[config.mk]
export PLATFORM = sky130hd
export DESIGN_NAME = der_real_encoder_unit
export DESIGN_NICKNAME = d
export VERILOG_FILES = /design/src/rtl/der_pkg.sv /design/src/rtl/der_dec.sv /design/src/rtl/der_ctz.sv /design/src/rtl/der_pack.sv /design/src/rtl/der_ser.sv /design/src/rtl/der_real_encoder_unit.sv
export SDC_FILE = /design/constraint.sdc
export NUM_CORES = 1
export LEC_CHECK = 0
export BUFFER_PORTS_ARGS = -buffer_cell sky130_fd_sc_hd__buf_2
export CAP_MARGIN = 0
export CORE_ASPECT_RATIO = 0.8
export CORE_MARGIN = 2
export CORE_UTILIZATION = 35
export DETAILED_ROUTE_END_ITERATION = 10
export GPL_TIMING_DRIVEN = 0
export MAX_ROUTING_LAYER = met4
export PLACE_DENSITY = 0.51
export REMOVE_ABC_BUFFERS = 1
export SETUP_SLACK_MARGIN = 0.02
export SLEW_MARGIN = 20
export SYNTH_ARGS = -nofsm -noshare
export SYNTH_HDL_FRONTEND = slang
export SYNTH_HIERARCHICAL = 1
export SYNTH_SLANG_ARGS = --single-unit
[constraint.sdc]
create_clock -name i_clk -period 11.45 [get_ports i_clk]
set_input_delay 1.145 -clock i_clk [delete_from_list [all_inputs] [get_ports i_clk]]
set_output_delay 1.145 -clock i_clk [all_outputs]
set_load 0.01 [all_outputs]
[src/rtl/der_pkg.sv]
// ----------------------------------------------------------------------------
// der_pkg
// Shared types and constants for the DER REAL (binary64) encoder.
// ----------------------------------------------------------------------------
package der_pkg;

    // Most content octets a single value can produce
    localparam int MAX_OCTETS = 10;

    // Special-value content octets
    localparam logic [7:0] OCT_PINF  = 8'h40;
    localparam logic [7:0] OCT_NINF  = 8'h41;
    localparam logic [7:0] OCT_NAN   = 8'h42;
    localparam logic [7:0] OCT_NZERO = 8'h43;
    localparam logic [7:0] OCT_PZERO = 8'h00;

    // Header octet bits for the binary form
    localparam logic [7:0] HDR_BIN  = 8'h80;
    localparam logic [7:0] HDR_NEG  = 8'h40;
    localparam logic [7:0] HDR_EXP2 = 8'h01;

    // Exponent offsets: bias plus fraction width, and the subnormal exponent
    localparam logic signed [11:0] EXP_NORM_OFS = 12'sd1075;
    localparam logic signed [11:0] EXP_SUBNORM  = -12'sd1074;

    // Decoded value travelling down the pipeline
    typedef struct packed {
        logic               neg;
        logic               special;  // single-octet encoding
        logic [7:0]         sp_oct;
        logic               empty;    // positive zero
        logic signed [11:0] exp;
        logic [52:0]        mant;
    } t_dec;

    // Decoded value plus trailing-zero shift
    typedef struct packed {
        t_dec       d;
        logic [5:0] sh;
    } t_ctz;

    // Fully built encoding handed to the serializer
    typedef struct packed {
        logic [MAX_OCTETS-1:0][7:0] oct;  // oct[0] goes out first
        logic [3:0]                 n;
        logic                       empty;
    } t_pkt;

endpackage

[src/rtl/der_dec.sv]
// ----------------------------------------------------------------------------
// der_dec
// Stage 1: splits the binary64 pattern, classifies special values and
// forms the integer mantissa and unbiased exponent.
// ----------------------------------------------------------------------------
module der_dec import der_pkg::*; (
    input  logic        i_clk,
    input  logic        i_rst_n,
    input  logic        i_valid,
    output logic        o_stall,
    input  logic [63:0] i_float_bits,
    output logic        o_valid,
    input  logic        i_stall,
    output t_dec        o_dec
);

    logic        r_v;
    t_dec        r_dec;
    t_dec        n_dec;
    logic        rdy;
    logic        neg;
    logic [10:0] ebits;
    logic [51:0] frac;
    logic        e_max;
    logic        e_zero;
    logic        f_zero;

    assign rdy     = !r_v || !i_stall;
    assign o_stall = !rdy;
    assign o_valid = r_v;
    assign o_dec   = r_dec;

    // field split and classification
    always_comb begin
        neg    = i_float_bits[63];
        ebits  = i_float_bits[62:52];
        frac   = i_float_bits[51:0];
        e_max  = &ebits;
        e_zero = (ebits == 11'd0);
        f_zero = (frac == 52'd0);

        n_dec.neg     = neg;
        n_dec.special = e_max || (e_zero && f_zero);
        n_dec.empty   = e_zero && f_zero && !neg;
        if (e_max) begin
            n_dec.sp_oct = !f_zero ? OCT_NAN : (neg ? OCT_NINF : OCT_PINF);
        end else begin
            n_dec.sp_oct = neg ? OCT_NZERO : OCT_PZERO;
        end
        if (e_zero) begin
            n_dec.exp = EXP_SUBNORM;
        end else begin
            n_dec.exp = $signed({1'b0, ebits}) - EXP_NORM_OFS;
        end
        n_dec.mant = {!e_zero, frac};
    end

    always_ff @(posedge i_clk) begin
        if (!i_rst_n) begin
            r_v <= 1'b0;
        end else if (rdy) begin
            r_v <= i_valid;
        end
    end

    always_ff @(posedge i_clk) begin
        if (rdy && i_valid) begin
            r_dec <= n_dec;
        end
    end

endmodule

[src/rtl/der_ctz.sv]
// ----------------------------------------------------------------------------
// der_ctz
// Stages 2 and 3: trailing-zero count of the 53-bit mantissa. Stage 2
// counts inside each byte, stage 3 picks the lowest nonzero byte.
// ----------------------------------------------------------------------------
module der_ctz import der_pkg::*; (
    input  logic i_clk,
    input  logic i_rst_n,
    input  logic i_valid,
    output logic o_stall,
    input  t_dec i_dec,
    output logic o_valid,
    input  logic i_stall,
    output t_ctz o_ctz
);

    localparam int NB = 7;

    // trailing zeros of one byte (only used when the byte is nonzero)
    function automatic logic [2:0] ctz8(input logic [7:0] b);
        logic [2:0] c;
        c = 3'd0;
        for (int k = 7; k >= 0; k--) begin
            if (b[k]) begin
                c = 3'(k);
            end
        end
        return c;
    endfunction

    logic [1:0]            r_v;
    logic [1:0]            rdy;
    t_dec                  r_dec2;
    logic [NB-1:0]         r_nz;
    logic [NB-1:0][2:0]    r_tzb;
    t_ctz                  r_ctz;
    logic [55:0]           m56;
    logic [NB-1:0]         n_nz;
    logic [NB-1:0][2:0]    n_tzb;
    logic [5:0]            n_sh;

    assign rdy[1]  = !r_v[1] || !i_stall;
    assign rdy[0]  = !r_v[0] || rdy[1];
    assign o_stall = !rdy[0];
    assign o_valid = r_v[1];
    assign o_ctz   = r_ctz;

    // per-byte zero flags and in-byte counts
    always_comb begin
        m56 = {3'b000, i_dec.mant};
        for (int b = 0; b < NB; b++) begin
            n_nz[b]  = |m56[8*b +: 8];
            n_tzb[b] = ctz8(m56[8*b +: 8]);
        end
    end

    // lowest nonzero byte wins
    always_comb begin
        n_sh = 6'd0;
        for (int b = NB - 1; b >= 0; b--) begin
            if (r_nz[b]) begin
                n_sh = {3'(b), r_tzb[b]};
            end
        end
    end

    always_ff @(posedge i_clk) begin
        if (!i_rst_n) begin
            r_v <= 2'b00;
        end else begin
            if (rdy[0]) begin
                r_v[0] <= i_valid;
            end
            if (rdy[1]) begin
                r_v[1] <= r_v[0];
            end
        end
    end

    always_ff @(posedge i_clk) begin
        if (rdy[0] && i_valid) begin
            r_dec2 <= i_dec;
            r_nz   <= n_nz;
            r_tzb  <= n_tzb;
        end
        if (rdy[1] && r_v[0]) begin
            r_ctz.d  <= r_dec2;
            r_ctz.sh <= n_sh;
        end
    end

endmodule

[src/rtl/der_pack.sv]
// ----------------------------------------------------------------------------
// der_pack
// Stages 4 to 6: makes the mantissa odd, sizes exponent and mantissa,
// then lays out the full content octet string.
// ----------------------------------------------------------------------------
module der_pack import der_pkg::*; (
    input  logic i_clk,
    input  logic i_rst_n,
    input  logic i_valid,
    output logic o_stall,
    input  t_ctz i_ctz,
    output logic o_valid,
    input  logic i_stall,
    output t_pkt o_pkt
);

    logic [2:0]  r_v;
    logic [2:0]  rdy;
    t_dec        r_d4;
    t_dec        r_d5;
    logic        r_long;
    logic [2:0]  r_top;
    t_pkt        r_pkt;
    t_dec        n_d4;
    logic        n_long;
    logic [2:0]  n_top;
    t_pkt        n_pkt;
    logic [55:0] m56;
    logic [55:0] m_al;
    logic [7:0]  hdr;
    logic [7:0]  e_hi;
    logic [7:0]  e_lo;

    assign rdy[2]  = !r_v[2] || !i_stall;
    assign rdy[1]  = !r_v[1] || rdy[2];
    assign rdy[0]  = !r_v[0] || rdy[1];
    assign o_stall = !rdy[0];
    assign o_valid = r_v[2];
    assign o_pkt   = r_pkt;

    // stage 4: drop trailing zeros, raise exponent to match
    always_comb begin
        n_d4      = i_ctz.d;
        n_d4.mant = i_ctz.d.mant >> i_ctz.sh;
        n_d4.exp  = i_ctz.d.exp + $signed({6'd0, i_ctz.sh});
    end

    // stage 5: exponent length and highest nonzero mantissa byte
    always_comb begin
        m56    = {3'b000, r_d4.mant};
        n_long = !((&r_d4.exp[11:7]) || !(|r_d4.exp[11:7]));
        n_top  = 3'd0;
        for (int b = 0; b < 7; b++) begin
            if (|m56[8*b +: 8]) begin
                n_top = 3'(b);
            end
        end
    end

    // stage 6: header, exponent octets, left-aligned mantissa octets
    always_comb begin
        m_al  = {3'b000, r_d5.mant} << {(3'd6 - r_top), 3'b000};
        hdr   = HDR_BIN | (r_d5.neg ? HDR_NEG : 8'h00) | (r_long ? HDR_EXP2 : 8'h00);
        e_hi  = {{4{r_d5.exp[11]}}, r_d5.exp[11:8]};
        e_lo  = r_d5.exp[7:0];
        n_pkt.empty = r_d5.special && r_d5.empty;
        n_pkt.oct   = '0;
        if (r_d5.special) begin
            n_pkt.oct[0] = r_d5.sp_oct;
            n_pkt.n      = 4'd1;
        end else begin
            n_pkt.oct[0] = hdr;
            n_pkt.n      = 4'd3 + {3'b000, r_long} + {1'b0, r_top};
            if (r_long) begin
                n_pkt.oct[1] = e_hi;
                n_pkt.oct[2] = e_lo;
                for (int k = 0; k < 7; k++) begin
                    n_pkt.oct[3+k] = m_al[55-8*k -: 8];
                end
            end else begin
                n_pkt.oct[1] = e_lo;
                for (int k = 0; k < 7; k++) begin
                    n_pkt.oct[2+k] = m_al[55-8*k -: 8];
                end
            end
        end
    end

    always_ff @(posedge i_clk) begin
        if (!i_rst_n) begin
            r_v <= 3'b000;
        end else begin
            if (rdy[0]) begin
                r_v[0] <= i_valid;
            end
            if (rdy[1]) begin
                r_v[1] <= r_v[0];
            end
            if (rdy[2]) begin
                r_v[2] <= r_v[1];
            end
        end
    end

    always_ff @(posedge i_clk) begin
        if (rdy[0] && i_valid) begin
            r_d4 <= n_d4;
        end
        if (rdy[1] && r_v[0]) begin
            r_d5   <= r_d4;
            r_long <= n_long;
            r_top  <= n_top;
        end
        if (rdy[2] && r_v[1]) begin
            r_pkt <= n_pkt;
        end
    end

    // built length always within 1..10 octets
    a_len_range: assert property (@(posedge i_clk) disable iff (!i_rst_n)
        r_v[2] |-> (r_pkt.n != 4'd0 && r_pkt.n <= 4'(MAX_OCTETS)))
        else $error("packed length out of range");

    // the empty flag only rides on a single-octet encoding
    a_empty_single: assert property (@(posedge i_clk) disable iff (!i_rst_n)
        (r_v[2] && r_pkt.empty) |-> (r_pkt.n == 4'd1 && r_pkt.oct[0] == OCT_PZERO))
        else $error("empty encoding with octets");

endmodule

[src/rtl/der_ser.sv]
// ----------------------------------------------------------------------------
// der_ser
// Output serializer: holds one built encoding and sends one octet per beat.
// Loads the next encoding on the beat that carries the last octet.
// ----------------------------------------------------------------------------
module der_ser import der_pkg::*; (
    input  logic       i_clk,
    input  logic       i_rst_n,
    input  logic       i_valid,
    output logic       o_stall,
    input  t_pkt       i_pkt,
    output logic       o_valid,
    input  logic       i_stall,
    output logic [7:0] o_octet,
    output logic       o_last,
    output logic       o_empty_encoding
);

    logic                       r_busy;
    logic [3:0]                 r_left;
    logic [MAX_OCTETS-1:0][7:0] r_oct;
    logic                       r_empty;
    logic                       fire;
    logic                       load_ok;

    assign fire             = r_busy && !i_stall;
    assign load_ok          = !r_busy || (fire && r_left == 4'd1);
    assign o_stall          = !load_ok;
    assign o_valid          = r_busy;
    assign o_octet          = r_oct[0];
    assign o_last           = (r_left == 4'd1);
    assign o_empty_encoding = r_empty;

    // control: beat count and busy flag
    always_ff @(posedge i_clk) begin
        if (!i_rst_n) begin
            r_busy <= 1'b0;
            r_left <= 4'd0;
        end else if (load_ok) begin
            r_busy <= i_valid;
            r_left <= i_valid ? i_pkt.n : 4'd0;
        end else if (fire) begin
            r_left <= r_left - 4'd1;
        end
    end

    // payload: load or shift toward octet 0
    always_ff @(posedge i_clk) begin
        if (load_ok && i_valid) begin
            r_oct   <= i_pkt.oct;
            r_empty <= i_pkt.empty;
        end else if (fire) begin
            r_oct <= {8'h00, r_oct[MAX_OCTETS-1:1]};
        end
    end

    // a busy serializer always has beats left
    a_busy_left: assert property (@(posedge i_clk) disable iff (!i_rst_n)
        r_busy |-> (r_left != 4'd0))
        else $error("busy with no beats left");

    // a beat that is not the last keeps the encoding in flight
    a_keep_going: assert property (@(posedge i_clk) disable iff (!i_rst_n)
        (fire && r_left != 4'd1) |=> (r_busy && r_left == $past(r_left) - 4'd1))
        else $error("encoding cut short");

endmodule

[src/rtl/der_real_encoder_unit.sv]
// ----------------------------------------------------------------------------
// der_real_encoder_unit
// ASN.1 DER REAL content encoder for IEEE binary64 patterns.
//
//   channel | dir | signals                                   | flow ctl
//   --------+-----+-------------------------------------------+-----------
//   input   | in  | i_valid, i_float_bits                     | o_stall
//   output  | out | o_valid, o_octet, o_last, o_empty_encoding| i_stall
//
// Six register stages (decode, byte ctz, ctz select, shift, size, layout)
// feed a serializer, whose register presents the first octet. One octet
// leaves per cycle while i_stall is low, and each value leaves as 1 to 10
// octets, the count it was given at the serializer. Values enter every
// cycle until the stages fill. Reset is synchronous and clears only valid
// and count state. Stalls hold every full stage in place; nothing is dropped or repeated.
// ----------------------------------------------------------------------------
module der_real_encoder_unit import der_pkg::*; (
    input  logic        i_clk,
    input  logic        i_rst_n,
    input  logic        i_valid,
    output logic        o_stall,
    input  logic [63:0] i_float_bits,
    output logic        o_valid,
    input  logic        i_stall,
    output logic [7:0]  o_octet,
    output logic        o_last,
    output logic        o_empty_encoding
);

    logic dec_valid;
    logic dec_stall;
    t_dec dec_data;
    logic ctz_valid;
    logic ctz_stall;
    t_ctz ctz_data;
    logic pkt_valid;
    logic pkt_stall;
    t_pkt pkt_data;

    der_dec u_dec (
        .i_clk        (i_clk),
        .i_rst_n      (i_rst_n),
        .i_valid      (i_valid),
        .o_stall      (o_stall),
        .i_float_bits (i_float_bits),
        .o_valid      (dec_valid),
        .i_stall      (dec_stall),
        .o_dec        (dec_data)
    );

    der_ctz u_ctz (
        .i_clk   (i_clk),
        .i_rst_n (i_rst_n),
        .i_valid (dec_valid),
        .o_stall (dec_stall),
        .i_dec   (dec_data),
        .o_valid (ctz_valid),
        .i_stall (ctz_stall),
        .o_ctz   (ctz_data)
    );

    der_pack u_pack (
        .i_clk   (i_clk),
        .i_rst_n (i_rst_n),
        .i_valid (ctz_valid),
        .o_stall (ctz_stall),
        .i_ctz   (ctz_data),
        .o_valid (pkt_valid),
        .i_stall (pkt_stall),
        .o_pkt   (pkt_data)
    );

    der_ser u_ser (
        .i_clk            (i_clk),
        .i_rst_n          (i_rst_n),
        .i_valid          (pkt_valid),
        .o_stall          (pkt_stall),
        .i_pkt            (pkt_data),
        .o_valid          (o_valid),
        .i_stall          (i_stall),
        .o_octet          (o_octet),
        .o_last           (o_last),
        .o_empty_encoding (o_empty_encoding)
    );

endmodule

==> Implementation_results.wiki <==
{| class="wikitable"
! Metric !! Value
|-
| Number of violations of the max-capacitance limit || 0
|-
| Floorplan row count || 90
|-
| Count of flip-flops with a built-in enable after synthesis || 579
|-
| DR iter-0 viols || 1004
|-
| TritonCTS clock tree || built
|-
| Setup skew after layout || 0.0475 ns
|-
| Die Width || between 300 and 400 µm
|-
| Least-Margin Pin Slew || 1.13 ns
|-
| Antenna violations before repair || 0
|-
| CP Cell Sequence || buf_2, or4b_4, and2_1, and3_1, and2_1, and3_1, and2_1, buf_2
|-
| Proportion of synthesized chip area in sequential cells || 0.660
|-
| Latest clock arrival within the worst-skew pair || approximately 0.64 ns
|-
| Largest fanout of any net on the critical path || 8
|-
| Placed cells || between 2000 and 3000
|-
| Effective utilization at floorplan || 0.354
|-
| Floorplan die height || 251 µm
|-
| Crit path max-delay cell type || or4b_4
|-
| Clock buffer depth || 3
|-
| Synth Warn # || 6
|-
| Most repeated library cell on the critical path || and2_1
|-
| Crit path time final || ~4.4 ns
|-
| Final number of setup-violating endpoints || 0
|-
| Fraction of the mapped netlist area in compound gates || 0.0796
|-
| Worst min-delay path startpoint || u_ctz/r_dec2[52]$_DFFE_PP_
|-
| Layout Cell Area excl Fill || approximately 31000 µm²
|-
| Diodes inserted || 0
|-
| GP Congestion || 0.855
|-
| Final wirelength || 56.0 mm
|-
| Per-instance average area after synthesis || 14.9 µm²
|-
| CTS clock-pin slew for the worst setup and hold paths || approximately 0.070 ns
|-
| Status || finished clean
|-
| Final std cells w/o fill || 2938
|-
| Number of top-level pins || 80
|-
| Wire length of the first global-routing pass || 88.2 mm
|-
| Number of vias after detailed routing || 14939
|-
| Crit share post-route || 0.382
|-
| Post-synthesis cell type count || 86
|-
| Synth Area in XOR/XNOR || 0.00558
|-
| Largest stage delay on the critical path || roughly 0.50 ns
|-
| Layout Area Growth over Synthesis || 15.3%
|-
| Crit path kind || input pin to output port
|-
| Antenna Nets Post-Route || 0
|-
| Post-cts sizing count || 0
|-
| Pin count of the biggest net entering global routing || 48
|-
| Element type at the critical path start || input pin
|-
| Most frequent standard cell in the layout excluding fill and tap cells || edfxtp_1
|-
| Dpl hpwl || a little over 40 mm
|-
| Number of synthesized register bits || 590
|-
| Crit-path leading delay family || simple AND/OR/NAND/NOR gates
|-
| Setup repair after global routing missed its margin || no
|-
| Maximum achievable frequency || about 230 MHz
|-
| Maximum resistive drop on vdd || around 0.10 mV
|-
| Required arrival time at the worst endpoint || a little over 10 ns
|-
| Static leakage || slightly above 10 nW
|-
| Buffers plus inverters on the worst setup path || 2
|-
| Number of CTS-inserted buffers || slightly below 60
|-
| Drt wl/cell || 19.1 µm
|-
| DRC Markers || 0
|-
| Ratio of routed vias to standard cells || 5.08
|-
| Headroom to the max-slew limit || 0.245
|-
| Setup fix buffers added after clock tree synthesis || 0
|-
| Vias in the first global route || 14659
|-
| Post-synthesis share of cell area spent on full adders, half adders and majority gates || 0.00685
|-
| Die area || 78400 µm²
|-
| Critical path launch point || i_stall
|-
| CTS sink cnt || 590
|-
| Max Slew Vio Count || 0
|-
| Hold Vio Cnt, Final || 0
|-
| Worst hold path class || flip-flop to flip-flop
|-
| Placement-stage cell area || 28800 µm²
|-
| Async set-reset flop share out of synthesis || 0
|-
| Multiplexer area fraction after synthesis || 0.134
|-
| Synth Area in Simple Gates || 0.0808
|-
| GR Overflow Total || 0
|-
| Critical Path End Type || output port
|-
| Prevailing post-synth register cell || edfxtp_1
|-
| Critical register-to-register path startpoint || u_ser/r_left[1]$_SDFFE_PN0P_
|-
| Cell area after synthesis || 26700 µm²
|-
| CTS Hold Buffers Added || 0
|-
| Worst hold slack || ~0.38 ns
|-
| Power density over cell area || approximately 150 nW/µm²
|-
| Arrival time reported for the critical path endpoint || approximately 3.2 ns
|-
| Dominant combinational cell family by area after synthesis || multiplexers
|-
| Share of layout cells above drive strength 1 || 0.198
|-
| Drt pass-1 iters || 5
|-
| Clk root buf || clkbuf_16
|-
| Placeable Area || ~75000 µm²
|-
| Top library cells by usage in the layout, fill and taps aside || 579 x edfxtp_1, 141 x nand2_1, 96 x nor2_1, 79 x buf_2, 70 x mux2i_1
|-
| Global Route Usage Sum || 0.147
|-
| Buffers on Ports || between 70 and 80
|-
| Number of nets in the layout || approximately 2000
|-
| Gate count after technology mapping || around 1800
|-
| Total number of H-tree levels || 2
|}
==> sequential cells by signal, summed over array words and instances, names as in the netlist, 8 cells and up <==
signal         cells
u_pack/m56        53
u_pack/r_d5       64
u_ctz/o_ctz       82
u_dec/o_dec       71
u_ctz/r_dec2      76
u_ctz/r_tzb       21
u_pack/r_d4       23
u_pack/e_lo        8
u_pack/o_pkt      85
u_ser/o_octet      8
u_ser/r_oct       72
==> logic make-up after synthesis <==
logic type / count (synthesis)
compound gates: 323
other cells: 1
xor+xnor: 17
fa+ha+maj: 14
flops: 590
buf+inv: 153
simple gates: 444
mux: 253
==> through the flow <==
step                      worst slack [ns]  utilization  total power [W]  setup TNS (ns)
after detailed placement              7.01        0.382          0.00265               0
after global placement               -1.15        0.366          0.00264         -133.00
final                                 7.07        0.408          0.00452               0
after floorplan                       2.57            -          0.00258               0
after global routing                  6.97        0.408          0.00470               0
after CTS                             7.06        0.408          0.00459               0
==> area by class of cell <==
cell class,count,area (µm²)
Clock buffer,69,1510
Tap cell,1012,1270
Multi-Input combinational cell,1056,8310
Inverter,42,158
Sequential cell,590,17600
Timing Repair Buffer,129,1500
Fill cell,6949,44700
Clock inverter,40,412
==> worst reg2reg max path, stage by stage, from the launching register on <==
cell	delay, ns
dfxtp_1	0.33
inv_1	0.09
ha_1	0.16
or4b_4	0.48
and2_1	0.28
and3_1	0.28
and2_1	0.27
and3_1	0.27
and2_1	0.21
nor2b_4	0.47
buf_12	0.29
buf_12	0.23
==> final timing paths <==
check,to,slack [ns],depth (start not counted)
max,o_stall,7.07,8
min,u_ctz/o_ctz[58]$_DFFE_PP_,0.38,0
max reg2reg,u_dec/o_dec[74]$_DFFE_PP_,7.72,11
min reg2reg,u_ctz/o_ctz[58]$_DFFE_PP_,0.38,0
==> synth_stat cells (24+ instances only) <==
| master | count | area share |
|---|---|---|
| edfxtp_1 | 579 | 0.65 |
| nand2_1 | 141 | 0.020 |
| nor2_1 | 96 | 0.014 |
| mux2i_1 | 70 | 0.026 |
| a21oi_1 | 68 | 0.013 |
| o21ai_0 | 66 | 0.012 |
| mux4_2 | 63 | 0.053 |
| mux2_2 | 62 | 0.026 |
| mux2_1 | 48 | 0.020 |
| clkbuf_1 | 44 | 0.0062 |
| inv_1 | 39 | 0.0055 |
| nor3_1 | 39 | 0.0073 |
| nor4_1 | 34 | 0.0080 |
| o22ai_1 | 34 | 0.0080 |
| buf_4 | 25 | 0.0070 |
| and2_1 | 24 | 0.0056 |
==> per-layer routing <==
| layer | part of all wire | track usage | up-vias |
|---|---|---|---|
| li1 | - | - | 7201 |
| met1 | 0.49 | 0.211 | 7327 |
| met2 | 0.44 | 0.212 | 323 |
| met3 | 0.042 | 0.0262 | 88 |
| met4 | 0.025 | 0.0440 | 0 |
| met5 | 0 | - | - |
==> power breakdown <==
| group | switching [W] | internal, W | total, W |
|---|---|---|---|
| clock | 0.000812 | 0.00110 | 0.00192 |
| sequential | 0.0000344 | 0.00242 | 0.00245 |
| combinational | 0.0000878 | 0.0000630 | 0.000151 |
Power figures use the tool's default switching activity.
